### src/sv/ofts_pkg.sv
package ofts_pkg;

	localparam logic [2:0] REQ_ADD    = 3'd0;
	localparam logic [2:0] REQ_REMOVE = 3'd1;
	localparam logic [2:0] REQ_YIELD  = 3'd2;
	localparam logic [2:0] REQ_SELECT = 3'd3;
	localparam logic [2:0] REQ_TICK   = 3'd4;

	localparam logic [1:0] STAT_OK         = 2'd0;
	localparam logic [1:0] STAT_FULL       = 2'd1;
	localparam logic [1:0] STAT_NONE_READY = 2'd2;
	localparam logic [1:0] STAT_NOT_FOUND  = 2'd3;

	typedef struct packed {
		logic [2:0] req_type;
		logic [7:0] task_id;
	} req_t;

	typedef struct packed {
		logic [1:0] status;
		logic [7:0] grant_id;
		logic [3:0] slot_index;
	} resp_t;

	typedef struct packed {
		logic load;
		logic commit;
	} ctl_cmd_t;

	typedef struct packed {
		logic scan_done;
		logic resp_busy;
	} dp_stat_t;

endpackage

### src/sv/oldest_first_task_slot_arbiter.sv
// Oldest-first task slot arbiter. Each request (add, remove, yield, select,
// tick) is answered by exactly one response. A request is handled by one pass
// over the slot table, one slot per cycle through the task and age memories.
// The response is registered when the request commits after the scan. The
// next request is accepted only once the arbiter is back in idle after that
// commit, so one request is handled at a time. A response still waiting on
// resp_ready holds back the commit of the following request, and with it the
// next acceptance.
// Select grants the ready, non-busy slot with the greatest age, lowest slot
// on a tie; tick ages every slot, saturating at 2**AGE_BITS - 1. For more
// than 16 slots, slot_index carries the low four bits of the slot number.
module oldest_first_task_slot_arbiter import ofts_pkg::*; #(
	parameter int NUM_SLOTS = 16,
	parameter int AGE_BITS  = 16
) (
	input  logic  clk,
	input  logic  arst_n,
	input  logic  req_valid,
	output logic  req_ready,
	input  req_t  req,
	output logic  resp_valid,
	input  logic  resp_ready,
	output resp_t resp
);

	ctl_cmd_t cmd;
	dp_stat_t stat;

	ofts_ctrl u_ctrl (
		.clk       (clk),
		.arst_n    (arst_n),
		.req_valid (req_valid),
		.req_ready (req_ready),
		.stat      (stat),
		.cmd       (cmd)
	);

	ofts_datapath #(
		.NUM_SLOTS (NUM_SLOTS),
		.AGE_BITS  (AGE_BITS)
	) u_datapath (
		.clk        (clk),
		.arst_n     (arst_n),
		.req        (req),
		.cmd        (cmd),
		.stat       (stat),
		.resp_valid (resp_valid),
		.resp_ready (resp_ready),
		.resp       (resp)
	);

endmodule

### src/sv/ofts_ctrl.sv
module ofts_ctrl import ofts_pkg::*; (
	input  logic     clk,
	input  logic     arst_n,
	input  logic     req_valid,
	output logic     req_ready,
	input  dp_stat_t stat,
	output ctl_cmd_t cmd
);

	typedef enum logic [2:0] {
		ST_IDLE   = 3'b001,
		ST_SCAN   = 3'b010,
		ST_COMMIT = 3'b100
	} state_t;

	state_t state_q, state_d;

	always_comb begin
		state_d    = state_q;
		cmd.load   = 1'b0;
		cmd.commit = 1'b0;
		req_ready  = 1'b0;
		case (state_q)
			ST_IDLE: begin
				req_ready = 1'b1;
				if (req_valid) begin
					cmd.load = 1'b1;
					state_d  = ST_SCAN;
				end
			end
			ST_SCAN: begin
				if (stat.scan_done) state_d = ST_COMMIT;
			end
			ST_COMMIT: begin
				// hold until the previous response has been taken
				if (!stat.resp_busy) begin
					cmd.commit = 1'b1;
					state_d    = ST_IDLE;
				end
			end
			default: state_d = ST_IDLE;
		endcase
	end

	always_ff @(posedge clk or negedge arst_n) begin
		if (!arst_n) state_q <= ST_IDLE;
		else state_q <= state_d;
	end

endmodule

### src/sv/ofts_datapath.sv
module ofts_datapath import ofts_pkg::*; #(
	parameter int NUM_SLOTS = 16,
	parameter int AGE_BITS  = 16
) (
	input  logic     clk,
	input  logic     arst_n,
	input  req_t     req,
	input  ctl_cmd_t cmd,
	output dp_stat_t stat,
	output logic     resp_valid,
	input  logic     resp_ready,
	output resp_t    resp
);

	localparam int IDX_W = $clog2(NUM_SLOTS);
	localparam logic [IDX_W-1:0] LAST_IDX = IDX_W'(NUM_SLOTS - 1);

	logic [7:0]          task_mem [NUM_SLOTS];
	logic [AGE_BITS-1:0] age_mem  [NUM_SLOTS];

	logic [NUM_SLOTS-1:0] valid_q, busy_q, age_ok_q;
	logic [2:0]           req_type_q;
	logic [7:0]           task_id_q;
	logic                 rd_active_q;
	logic [IDX_W-1:0]     rd_idx_q;
	logic                 proc_vld_s1;
	logic [IDX_W-1:0]     proc_idx_s1;
	logic [7:0]           task_rd_s1;
	logic [AGE_BITS-1:0]  age_rd_s1;
	logic                 found_q;
	logic [IDX_W-1:0]     pick_q;
	logic [AGE_BITS-1:0]  best_age_q;
	logic [7:0]           best_task_q;
	logic                 resp_valid_q;
	resp_t                resp_q;

	logic                 cur_valid, cur_busy, cur_match;
	logic [AGE_BITS-1:0]  cur_age, cur_age_inc;
	logic                 take;
	logic                 age_we;
	logic [IDX_W-1:0]     age_waddr;
	logic [AGE_BITS-1:0]  age_wdata;
	logic                 task_we;
	logic [IDX_W+3:0]     pick_wide;
	resp_t                resp_d;

	assign cur_valid   = valid_q[proc_idx_s1];
	assign cur_busy    = busy_q[proc_idx_s1];
	assign cur_match   = cur_valid && (task_rd_s1 == task_id_q);
	assign cur_age     = age_ok_q[proc_idx_s1] ? age_rd_s1 : '0;
	assign cur_age_inc = (cur_age == '1) ? cur_age : cur_age + 1'b1;
	assign pick_wide   = {4'd0, pick_q};

	// take: the slot now in the scan replaces the current pick
	always_comb begin
		take = 1'b0;
		if (proc_vld_s1) begin
			case (req_type_q)
				REQ_ADD:    take = !cur_valid && !found_q;
				REQ_REMOVE: take = cur_match && !found_q;
				REQ_YIELD:  take = cur_match && !found_q;
				REQ_SELECT: take = cur_valid && !cur_busy && (!found_q || cur_age > best_age_q);
				default:    take = 1'b0;
			endcase
		end
	end

	always_comb begin
		age_we    = 1'b0;
		age_waddr = proc_idx_s1;
		age_wdata = cur_age_inc;
		if (proc_vld_s1 && req_type_q == REQ_TICK) begin
			age_we = 1'b1;
		end else if (cmd.commit && found_q && (req_type_q inside {REQ_ADD, REQ_SELECT})) begin
			age_we    = 1'b1;
			age_waddr = pick_q;
			age_wdata = '0;
		end
	end

	assign task_we = cmd.commit && found_q && req_type_q == REQ_ADD;

	always_comb begin
		resp_d.status     = STAT_OK;
		resp_d.grant_id   = 8'd0;
		resp_d.slot_index = 4'd0;
		case (req_type_q)
			REQ_ADD: begin
				if (found_q) resp_d.slot_index = pick_wide[3:0];
				else resp_d.status = STAT_FULL;
			end
			REQ_REMOVE, REQ_YIELD: begin
				if (found_q) resp_d.slot_index = pick_wide[3:0];
				else resp_d.status = STAT_NOT_FOUND;
			end
			REQ_SELECT: begin
				if (found_q) begin
					resp_d.grant_id   = best_task_q;
					resp_d.slot_index = pick_wide[3:0];
				end else begin
					resp_d.status = STAT_NONE_READY;
				end
			end
			default: ;
		endcase
	end

	always_ff @(posedge clk) begin
		if (task_we) task_mem[pick_q] <= task_id_q;
		if (age_we) age_mem[age_waddr] <= age_wdata;
		if (rd_active_q) begin
			task_rd_s1 <= task_mem[rd_idx_q];
			age_rd_s1  <= age_mem[rd_idx_q];
		end
	end

	always_ff @(posedge clk) begin
		if (cmd.load) begin
			req_type_q <= req.req_type;
			task_id_q  <= req.task_id;
		end
		if (take) begin
			best_age_q  <= cur_age;
			best_task_q <= task_rd_s1;
		end
		if (cmd.commit) resp_q <= resp_d;
	end

	always_ff @(posedge clk or negedge arst_n) begin
		if (!arst_n) begin
			valid_q      <= '0;
			busy_q       <= '0;
			age_ok_q     <= '0;
			rd_active_q  <= 1'b0;
			rd_idx_q     <= '0;
			proc_vld_s1  <= 1'b0;
			proc_idx_s1  <= '0;
			found_q      <= 1'b0;
			pick_q       <= '0;
			resp_valid_q <= 1'b0;
		end else begin
			if (cmd.load) begin
				rd_active_q <= 1'b1;
				rd_idx_q    <= '0;
				found_q     <= 1'b0;
			end else if (rd_active_q) begin
				if (rd_idx_q == LAST_IDX) rd_active_q <= 1'b0;
				else rd_idx_q <= rd_idx_q + 1'b1;
			end
			proc_vld_s1 <= rd_active_q;
			if (rd_active_q) proc_idx_s1 <= rd_idx_q;

			if (take) begin
				found_q <= 1'b1;
				pick_q  <= proc_idx_s1;
			end
			// remove drops every match, yield frees only the first
			if (proc_vld_s1 && req_type_q == REQ_REMOVE && cur_match) begin
				valid_q[proc_idx_s1] <= 1'b0;
				busy_q[proc_idx_s1]  <= 1'b0;
			end
			if (take && req_type_q == REQ_YIELD) busy_q[proc_idx_s1] <= 1'b0;

			if (cmd.commit && found_q) begin
				if (req_type_q == REQ_ADD) begin
					valid_q[pick_q] <= 1'b1;
					busy_q[pick_q]  <= 1'b0;
				end else if (req_type_q == REQ_SELECT) begin
					busy_q[pick_q] <= 1'b1;
				end
			end
			if (age_we) age_ok_q[age_waddr] <= 1'b1;

			if (cmd.commit) resp_valid_q <= 1'b1;
			else if (resp_ready) resp_valid_q <= 1'b0;
		end
	end

	assign stat.scan_done = proc_vld_s1 && proc_idx_s1 == LAST_IDX;
	assign stat.resp_busy = resp_valid_q && !resp_ready;
	assign resp_valid     = resp_valid_q;
	assign resp           = resp_q;

	a_commit_shows: assert property (@(posedge clk) disable iff (!arst_n)
		cmd.commit |=> resp_valid_q)
		else $error("commit did not raise response valid");

	a_load_quiet: assert property (@(posedge clk) disable iff (!arst_n)
		cmd.load |-> !rd_active_q && !proc_vld_s1)
		else $error("request loaded while a scan is running");

	a_done_after_reads: assert property (@(posedge clk) disable iff (!arst_n)
		stat.scan_done |-> !rd_active_q)
		else $error("scan finished with reads still pending");

	a_busy_valid: assert property (@(posedge clk) disable iff (!arst_n)
		(busy_q & ~valid_q) == '0)
		else $error("busy mark on an empty slot");

endmodule

### config.mk
export PLATFORM = sky130hd
export DESIGN_NAME = oldest_first_task_slot_arbiter
export DESIGN_NICKNAME = d
export VERILOG_FILES = /design/src/sv/ofts_pkg.sv /design/src/sv/oldest_first_task_slot_arbiter.sv /design/src/sv/ofts_ctrl.sv /design/src/sv/ofts_datapath.sv
export SDC_FILE = /design/constraint.sdc
export NUM_CORES = 1
export LEC_CHECK = 0
export BUFFER_PORTS_ARGS = -buffer_cell sky130_fd_sc_hd__buf_2
export CAP_MARGIN = 20
export CORE_MARGIN = 2
export CORE_UTILIZATION = 63
export CTS_CLUSTER_SIZE = 24
export DETAILED_ROUTE_END_ITERATION = 6
export PLACE_DENSITY = 0.77
export SETUP_SLACK_MARGIN = 0.05
export SLEW_MARGIN = 20
export SYNTH_ARGS = -nofsm -noshare
export SYNTH_HDL_FRONTEND = slang
export SYNTH_SLANG_ARGS = --single-unit
### constraint.sdc
create_clock -name clk -period 5.5 [get_ports clk]
set_input_delay 0.275 -clock clk [delete_from_list [all_inputs] [get_ports clk]]
set_output_delay 0.275 -clock clk [all_outputs]
set_load 0.05 [all_outputs]
Word-level counts from Yosys, hierarchy flattened
Memory sizes are Yosys's and may differ from the RTL's. A register that Yosys moved wholly into a read port is not among the register bits.
Cells that the tools add are included.
Word-level totals
  register bits: 116
  memory bits (writable): 384
  input port bits: 15
  output and inout bits: 16
  logic and storage cells: 145
  memories kept: 2
Memories
  u_datapath.age_mem: depth 16, width 16, read ports 1, clocked after memory_dff 1, write ports 1, RTL line ofts_datapath.sv:19  | logic [AGE_BITS-1:0] age_mem [NUM_SLOTS];
  u_datapath.task_mem: depth 16, width 8, read ports 1, clocked after memory_dff 1, write ports 1, RTL line ofts_datapath.sv:18  | logic [7:0] task_mem [NUM_SLOTS];
Operators by class
  add/sub/neg operators: 2
  order comparisons: 7
  equality and inequality tests: 15
  mux-type cells: 60
  bitwise gates (word level): 9
  reductions and logical operators: 32
Operators with widths (count)
  16-bit two-way mux: 12
  16-bit bitwise AND: 4
  16-bit bitwise OR: 3
  16-bit inverter: 2
  4-bit two-way mux: 7
  1-bit two-way mux: 26
  1-bit logical AND: 17
  16-bit by 1-bit adder with 16-bit output, second input constant: 1
  16-bit == test, second input constant: 1
  16-bit > comparator: 1
  4-bit by 5-bit < comparator with 1-bit output, second input constant: 3
  1-bit binary-select mux with 4-bit select: 3
  1-bit demux with 4-bit select: 3
  4-bit by 1-bit >= comparator with 1-bit output, second input constant: 3
  3-bit by 2-bit == test with 1-bit output, second input constant: 3
  3-bit two-way mux: 3
  3-bit case mux with 3 select lines: 1
  4-bit == test, second input constant: 2
  8-bit == test: 1
  2-bit != test, second input constant: 4
  4-bit case mux with 2 select lines: 1
  2-bit nonzero test: 4
  3-bit by 1-bit == test with 1-bit output, second input constant: 2
  3-bit == test, second input constant: 2
  other kinds (11): 16

Depth between registers and ports, before layout
Gate-level depths: netlist of the first run.
  word-level depth: 14
  depth in mapped cells: 12
  gate-level depth less buffers: 11

By module
A second synthesis of the first run with hierarchy kept.
Second synthesis, totals
  cells, all modules: 1176
  area total of the unflattened synthesis: 21287.9 um^2
Modules (own cells, without submodules)
  ofts_datapath: times used 1, cells each 1161, area an instance 21116.5 um^2, sequential area each 15324.7 um^2
  ofts_ctrl: times used 1, cells each 15, area an instance 171.4 um^2, sequential area each 76.3 um^2

Worst setup path after synthesis of the first run
OpenSTA, ideal clock, no wires.
  path type: register -> register
  from: reg u_datapath.proc_idx_s1[0]
  to: reg u_datapath.best_age_q[0] (enable)
  library setup time: 0.383 ns
  arrival: 4.037 ns
  path slack: 1.080 ns
  cell stages (with the launch flop): 13
  path buffers: 2
  cells stage by stage: dfrtp_1 -> buf_6 -> mux4_2 -> mux4_2 -> buf_2 -> and2_1 -> ha_1 -> nand4_1 -> or3_1 -> a21o_1 -> a311oi_2 -> a22o_1 -> and2_1
On the way
  longest elaborated chain between the ends: 8
  elaborated cells on any way between the ends: 18
Ends and longest elaborated chain
  from (decl): RTL line ofts_datapath.sv:27  | logic [IDX_W-1:0] proc_idx_s1;
  from (signal assigned): RTL line ofts_datapath.sv:151  | if (rd_active_q) proc_idx_s1 <= rd_idx_q;
  1-bit binary-select mux with 4-bit select: RTL line ofts_datapath.sv:50  | assign cur_age = age_ok_q[proc_idx_s1] ? age_rd_s1 : '0;
  1-bit two-way mux (implied by the code): RTL line ofts_datapath.sv:50
  16-bit two-way mux: RTL line ofts_datapath.sv:50
  net u_datapath.cur_age[15]: RTL line ofts_datapath.sv:38  | logic [AGE_BITS-1:0] cur_age, cur_age_inc;
  16-bit > comparator: RTL line ofts_datapath.sv:62  | REQ_SELECT: take = cur_valid && !cur_busy && (!found_q || cur_age > best_age_q);
  1-bit logical OR: RTL line ofts_datapath.sv:62
  1-bit logical AND: RTL line ofts_datapath.sv:62
  1-bit case mux with 3 select lines: RTL line ofts_datapath.sv:58  | case (req_type_q)
  1-bit two-way mux: RTL line ofts_datapath.sv:57  | if (proc_vld_s1) begin
  net u_datapath.take: RTL line ofts_datapath.sv:39  | logic take;
  to (signal assigned): RTL line ofts_datapath.sv:123  | best_age_q <= cur_age;
  to (decl): RTL line ofts_datapath.sv:32  | logic [AGE_BITS-1:0] best_age_q;
The timed path passes the listed nets, and every way through them passes these cells. The select of a mux whose other input is x is not followed.
A chain may end at the register's enable or synchronous reset.

Final worst setup path of the first run
  from: reg u_datapath.proc_idx_s1[0]
  to: reg u_datapath.best_age_q[13] (enable)
Same word-level chain as after synthesis.

==> run_results.csv, run 1 <==
group,metric,value,unit
run_status,status,"finished clean",
power_and_ir_drop,ir_worst_vdd,0.000342,V
clock_network,cts_max_level,2,
floorplan,start_util,64.1,%
layout,layoutNonFillerInstCount,1748,
layout,final_nets,1291,
grt,antenna_found_initial,3,
routing,wl,49.7,mm
worst_setup_path,end_kind,"flip-flop",
routing,top_layer_used,"met4",
power_and_ir_drop,power_density,526,nW/um2
worst_setup_path,r2r-start,"u_datapath.proc_idx_s1[0]",
placement,hpwl,27.6,mm
clock_network,insertion_delay,0.58,ns
floorplan,die-area,35600,um2
floorplan,ios,31,
routing,vias_per_cell,6.61,
clock_network,cts_resized,0,
floorplan,coreArea,33500,um2
clock_network,tritoncts,"yes",
worst_setup_path,path_max_fanout,19,
grt,track_usage,28.7,%
sta,maxSlewHeadroom,26.3,%
clock_network,numClockSinks,524,
clock_network,clk_pin_slew,0.06,ns
routing,dr_wl_met3,4.83,mm
sta,max_freq,206,MHz
floorplan,dieHeight,189,um
synthesis,synth_warnings,0,
worst_setup_path,start_kind,"flip-flop",
layout,fillers,1966,
worst_setup_path,startpoint,"u_datapath.proc_idx_s1[0]",
sta,period_needed,4.87,ns
synthesis,synth-seq-cells,524,
layout,fin_util,72.7,%
clock_network,cts_buffers,52,
routing,drc_errors,0,
sta,hold_viol_final,0,
sta,finalSetupViolations,0,
routing,drt-initial-drc-count,1461,
synthesis,synthFlopType,"edfxtp_1",
worst_setup_path,cp_cell_sequence,"mux4_2 -> mux4_2 -> and2_1 -> ha_1 -> nand4_1 -> or3_1 -> a21o_1 -> a311oi_2 -> a22o_1 -> and2_1 -> buf_12",
worst_setup_path,crit_path_max_incr_delay,0.67,ns
placement,numPlacedInstances,1638,
routing,wirelength_met1,19.7,mm
floorplan,rows,67,
layout,area_delta_synth_final,13.5,%
sta,fin_ws,0.635,ns
worst_setup_path,crit_required,5.77,ns
hold_path,hold_start,"req[4]",
placement,routabilityCongestion,0.886,
synthesis,synth_area,21500,um2
power_and_ir_drop,power.leakage,8.35,nW
layout,diodes,0,
synthesis,synth_fp_nets,1207,
routing,drt_pass1_iterations,5,
hold_path,hold_path.class,"input pin to flip-flop",
sta,period_share,88.5,%
synthesis,async_flop_share,12.8,%
synthesis,syn_avg_cell_area,18.3,um2
placement,pre_cts_ws,0.688,ns
clock_network,cts_hold_buf,14,
grt,grt_max_degree,74,
grt,overflow,0,
placement,port_buffers,30,
sta,setup_tns,0,ns
worst_setup_path,worst-endpoint-arrival,5.14,ns
routing,vias,11553,
routing,ant_nets,0,
synthesis,synth_cell_types,58,
synthesis,synthCells,1174,
sta,rsz0062_at_grt,"no",
worst_setup_path,path_class,"flip-flop to flip-flop",
sta,drv_slew,0,
routing,wl_met2,23.8,mm
clock_network,cts_root_buf,"clkbuf_16",
synthesis,ys_seq_area_share,71.7,%
routing,wl_per_cell,28.4,um
sta,fin_worst_skew,0.0206,ns
run,maxCapViolCount,0,
layout,layout-drive-gt1-share,26.4,%
floorplan,dieWidth,189,um
grt,grt_pass1_wl,73.5,mm
worst_setup_path,slowest_stage,"mux4_2",
sta,timing.hold.ws,0.410,ns
sta,worst_pin_slew,1.11,ns
synthesis,synth_edf_count,457,
clock_network,clockBufferDepth,3,
grt,grt_pass1_vias,11650,
clock_network,post_cts_buffers,0,
cells by family after synthesis:
kind of cell	after synthesis	share of synthesized area (%)
flops	524	71.7
simple gates	273	6.54
mux	142	14.5
compound gates	116	3.79
buf+inv	78	1.55
xor+xnor	23	0.937
fa+ha+maj	18	1.05
metrics by stage:
| step | instance area, um2 | total power [W] |
|---|---|---|
| final | 24400 | 0.0128 |
| after global routing | 24400 | 0.0133 |
| after CTS | 24400 | 0.0128 |
| after global placement | 22400 | 0.00890 |
| after detailed placement | 22400 | 0.00902 |
| after floorplan | 21500 | 0.00811 |
registers in the layout (all words and copies together) (netlist names), 14 cells and up:
name                   cells
u_datapath.resp           14
u_datapath.valid_q        16
u_datapath.age_rd_s1      16
u_datapath.task_mem      128
u_datapath.age_mem       256
u_datapath.age_ok_q       16
u_datapath.best_age_q     16
u_datapath.busy_q         16
final timing paths:
path	end	slack, ns	cells after the start
worst min-delay path	u_datapath.task_id_q[4]	0.41	2
min in group asynchronous	u_datapath.busy_q[15]	0.44	3
worst max register to register	u_datapath.best_age_q[13]	0.63	11
worst min register to register	u_datapath.age_ok_q[6]	0.47	1
worst max-delay path	u_datapath.best_age_q[13]	0.63	11
max in group asynchronous	u_datapath.rd_idx_q[0]	4.40	3
report_power, final:
part / total [W] / switching, W / internal (W)
clock: 0.00379 / 0.00150 / 0.00229
sequential: 0.00579 / 0.000498 / 0.00529
combinational: 0.00325 / 0.00189 / 0.00136
total: 0.0128 / 0.00389 / 0.00895
final cells by class:
| type | instances | area [um2] | share of cell area (%) |
|---|---|---|---|
| Sequential cell | 524 | 15400 | 63.2 |
| Tap cell | 448 | 561 | 2.30 |
| Timing Repair Buffer | 82 | 601 | 2.46 |
| Clock buffer | 59 | 1350 | 5.53 |
| Inverter | 26 | 97.6 | 0.400 |
| Clock inverter | 37 | 510 | 2.09 |
| Multi-Input combinational cell | 572 | 5860 | 24.0 |
metal layers:
layer	track usage (%)	vias up
met5	0	-
met4	8.35	0
met3	5.96	112
met2	44.9	629
met1	42.0	5942
li1	-	4870
layout by cell type (no fill, tap or decap), types with 11 or more instances in the layout:
| cell type | n |
|---|---|
| dlygate4sd3_1 | 14 |
| or2_2 | 14 |
| nand2_1 | 45 |
| bufinv_16 | 11 |
| a21o_1 | 19 |
| and3_1 | 13 |
| a21oi_1 | 40 |
| clkbuf_16 | 53 |
| edfxtp_1 | 457 |
| o31ai_1 | 11 |
| nor2_1 | 61 |
| nand3_1 | 38 |
| nand4_1 | 11 |
| nor3_1 | 12 |
| xor2_1 | 18 |
| nor2_2 | 12 |
| dfrtp_1 | 63 |
| buf_4 | 36 |
| buf_2 | 30 |
| ha_1 | 18 |
| mux4_2 | 130 |
| inv_1 | 26 |
| and2_1 | 26 |
cells in the mapped netlist, types with 5 or more instances:
cell,number,area (um2)
edfxtp_1,457,13700
mux4_2,130,2930
nor2_1,76,285
dfrtp_1,66,1650
nand2_1,45,169
a21oi_1,42,210
nand3_1,38,190
and2_1,26,163
clkbuf_1,26,97.6
inv_1,26,97.6
a21o_1,19,143
ha_1,18,225
xor2_1,18,158
or2_2,14,87.6
and3_1,13,81.3
buf_1,13,48.8
o21ai_0,13,65.1
nor3_1,12,60.1
nand4_1,11,68.8
o31ai_1,11,82.6
buf_2,9,45.0
nor2b_1,9,56.3
o21bai_1,6,45.0
nand2b_1,5,31.3
xnor2_1,5,43.8
worst max-delay path: cells and delay by family, from the launching register on:
family | cells | cell delay (ns)
DFF | 1 | 0.52
buffers and inverters | 1 | 0.23
adders and majority gates | 1 | 0.31
AOI/OAI and AO/OA | 3 | 0.90
and+or+nand+nor | 4 | 1.37
muxes | 2 | 1.22
No activity file was read; power rests on OpenSTA's default activity.
==> run 2: changes to the inputs <==
- CORE_ASPECT_RATIO: default -> 0.8
- SYNTH_HIERARCHICAL: default -> 1
==> run 2 against run 1 <==
Compared with the run above: register-to-register slack lost 0.12 ns; cell count is 1.1% lower; power grew 0.76%; synthesized cell count up 0.17%; non-clock buffer count fell by 2; critical path depth rose by 1; design area decreased by 2.1%; clock power down 9.8%; hold slack worse by 0.37 ns; critical path type unchanged; highest routed layer unchanged.
==> run_results.csv, run 2 <==
group,metric,value,unit
routing,vias_per_cell,6.79,
worst_setup_path,path_class,"flip-flop to flip-flop",
routing,wl,49.6,mm
layout,layout_common_cells,"edfxtp_1 (457), mux4_2 (127), dfrtp_1 (63), nand2_1 (63), nor2_1 (60)",
layout,layout_commonest_cell,"edfxtp_1",
clock_network,tritoncts,"yes",
layout,fin_area,23900,um2
synthesis,synth-seq-cells,524,
floorplan,dieWidth,210,um
grt,antenna_found_initial,1,
layout,fillers,1974,
synthesis,async_flop_share,12.8,%
floorplan,die-area,35300,um2
power_and_ir_drop,ir_worst_vdd,0.000333,V
placement,hpwl,28.0,mm
hold_path,hold_end,"u_ctrl/state_q[2]",
worst_setup_path,crit_buf_inv,2,
layout,area_delta_synth_final,12.1,%
synthesis,synth_top_cell_by_area,"edfxtp_1",
sta,hold_viol_final,0,
routing,drt_pass1_iterations,7,
layout,final_nets,1292,
layout,multi_input_area,5570,um2
hold_path,hold_path.class,"input pin to flip-flop",
grt,overflow,0,
clock_network,clockBufferDepth,3,
sta,max_freq,201,MHz
routing,drc_errors,0,
floorplan,ios,31,
run,maxCapViolCount,0,
layout,top_register,"u_datapath/age_mem",
hold_path,hold_start,"resp_ready",
clock_network,cts_max_level,2,
layout,top_regs,"u_datapath/age_mem: 256 flops, u_datapath/task_mem: 128 flops",
grt,grt_pass1_wl,74.8,mm
placement,port_buffers,30,
routing,drt-initial-drc-count,1816,
sta,setup_tns,0,ns
worst_setup_path,worst-endpoint-arrival,5.21,ns
synthesis,synth_fp_nets,1209,
routing,vias,11744,
worst_setup_path,start_kind,"flip-flop",
synthesis,synth_cell_types,59,
synthesis,synthCells,1176,
sta,rsz0062_at_grt,"no",
clock_network,insertion_delay,0.58,ns
floorplan,start_util,63.6,%
placement,placed_area,22100,um2
worst_setup_path,end_kind,"flip-flop",
synthesis,ys_seq_area_share,72.3,%
worst_setup_path,path_max_fanout,24,
floorplan,coreArea,33500,um2
sta,maxSlewHeadroom,23.4,%
power_and_ir_drop,power_density,542,nW/um2
worst_setup_path,reg2reg_slack,0.51,ns
sta,drv_slew,0,
placement,numPlacedInstances,1627,
worst_setup_path,reg2reg_depth,12,
sta,fin_worst_skew,0.0238,ns
worst_setup_path,regToRegEndpoint,"u_datapath/best_age_q[10]",
placement,routabilityCongestion,0.923,
hold_path,holdPathStages,4,
synthesis,synthFlopType,"edfxtp_1",
run_status,status,"finished clean",
worst_setup_path,crit_required,5.73,ns
synthesis,ys_top_cells_by_area,"edfxtp_1 (64%), mux4_2 (13%), dfrtp_1 (7.8%)",
sta,period_needed,4.99,ns
clock_network,cts_resized,0,
clock_network,cts_root_buf,"clkbuf_16",
synthesis,synth_area,21300,um2
floorplan,dieHeight,168,um
layout,largest_reg_flops,256,
clock_network,post_cts_buffers,0,
synthesis,synth_warnings,6,
power_and_ir_drop,totalPowerFinal,0.0129,W
synthesis,synth_top_area_share,64.5,%
floorplan,rows,60,
layout,ff_latch_area,15400,um2
layout,layoutNonFillerInstCount,1729,
sta,finalSetupViolations,0,
sta,period_share,90.7,%
grt,track_usage,29.1,%
routing,ant_nets,0,
synthesis,syn_avg_cell_area,18.1,um2
clock_network,cts_buffers,49,
worst_setup_path,cp_cell_sequence,"mux4_2 -> mux4_2 -> and2_1 -> ha_1 -> nand4_1 -> or4_1 -> a21o_1 -> nand4_1 -> nand4_2 -> a31o_2 -> inv_1 -> buf_4",
power_and_ir_drop,power.leakage,8.18,nW
grt,grt_max_degree,74,
worst_setup_path,slowest_stage,"dfrtp_1",
routing,wl_per_cell,28.7,um
clock_network,numClockSinks,524,
worst_setup_path,r2r-start,"u_datapath/proc_idx_s1[1]",
grt,grt_pass1_vias,11762,
worst_setup_path,crit_family,"simple AND/OR/NAND/NOR gates",
layout,layout-drive-gt1-share,25.1,%
synthesis,yosysMostFrequentCell,"edfxtp_1",
sta,timing.hold.ws,0.0451,ns
worst_setup_path,crit_path_max_incr_delay,0.89,ns
clock_network,clk_pin_slew,0.07,ns
synthesis,synth_edf_count,457,
clock_network,cts_hold_buf,13,
synthesis,ys_top_cells_by_count,"edfxtp_1 (457), mux4_2 (127), nor2_1 (79)",
sta,worst_pin_slew,1.15,ns
[run 2: cell types whose count changed in the layout (fill, tap and decap cells not counted), sizes merged, moves of 6 or more]
cell	change
inv	+14
o31ai	-12
and2	-6
or2	+6
a21o	-17
o21ai	+27
xor2	-7
xnor2	+6
a21oi	-12
nand2	+18
nand3	-30
nand4	+6
[run 2: how the worst max path moves through the flow]
| stage | cells after the start | to | start | slack (ns) |
|---|---|---|---|---|
| global route | 12 | u_datapath/best_age_q[9] | u_datapath/proc_idx_s1[1] | 0.39 |
| global placement | 12 | u_datapath/best_age_q[7] | u_datapath/proc_idx_s1[1] | 0.69 |
| floorplan | 6 | u_datapath/age_mem[12][0] | u_datapath/resp_valid | 0.67 |
| CTS | 12 | u_datapath/best_age_q[7] | u_datapath/proc_idx_s1[1] | 0.61 |
| detailed placement | 12 | u_datapath/best_age_q[3] | u_datapath/proc_idx_s1[1] | 0.69 |
| finish | 12 | u_datapath/best_age_q[10] | u_datapath/proc_idx_s1[1] | 0.51 |
[run 2: cells by family after synthesis]
family / synth area share, %
compound gates: 2.87
xor+xnor: 0.905
fa+ha+maj: 1.06
buf+inv: 1.75
flops: 72.3
mux: 14.5
simple gates: 6.57
[run 2: layer usage]
layer  wire, um  track usage (%)  vias up
li1           -                -     4810
met1      19600             44.3     6014
met2      22900             43.6      821
met3       6030             6.66       99
met4       1130             8.17        0
met5          0                0        -
[run 2: layout make-up]
type,instances,area share [%]
inverters,41,0.645
repair buffers,80,2.39
diodes,1,0.0105
clock buffers,57,5.35
flip-flops and latches,524,64.6
clock inverters,29,1.43
multi-input cells,563,23.3
well taps,434,2.28
[run 2: worst register-to-register path, cell delays in order (launching register included)]
cell and delay, ns:
dfrtp_1 0.89, mux4_2 0.43, mux4_2 0.67, and2_1 0.27
ha_1 0.29, nand4_1 0.15, or4_1 0.54, a21o_1 0.18
nand4_1 0.12, nand4_2 0.26, a31o_2 0.40, inv_1 0.07
buf_4 0.35
[run 2: power by group]
part / internal, W / switching, W
Combinational: 0.00151 / 0.00199
Sequential: 0.00546 / 0.000562
Clock: 0.00195 / 0.00147
[run 2: through the flow]
| step | setup slack [ns] | util, % |
|---|---|---|
| after global routing | 0.393 | 71.3 |
| after CTS | 0.609 | 71.2 |
| after floorplan | 0.668 | - |
| after global placement | 0.687 | 66.0 |
| final | 0.514 | 71.3 |
| after detailed placement | 0.691 | 66.0 |
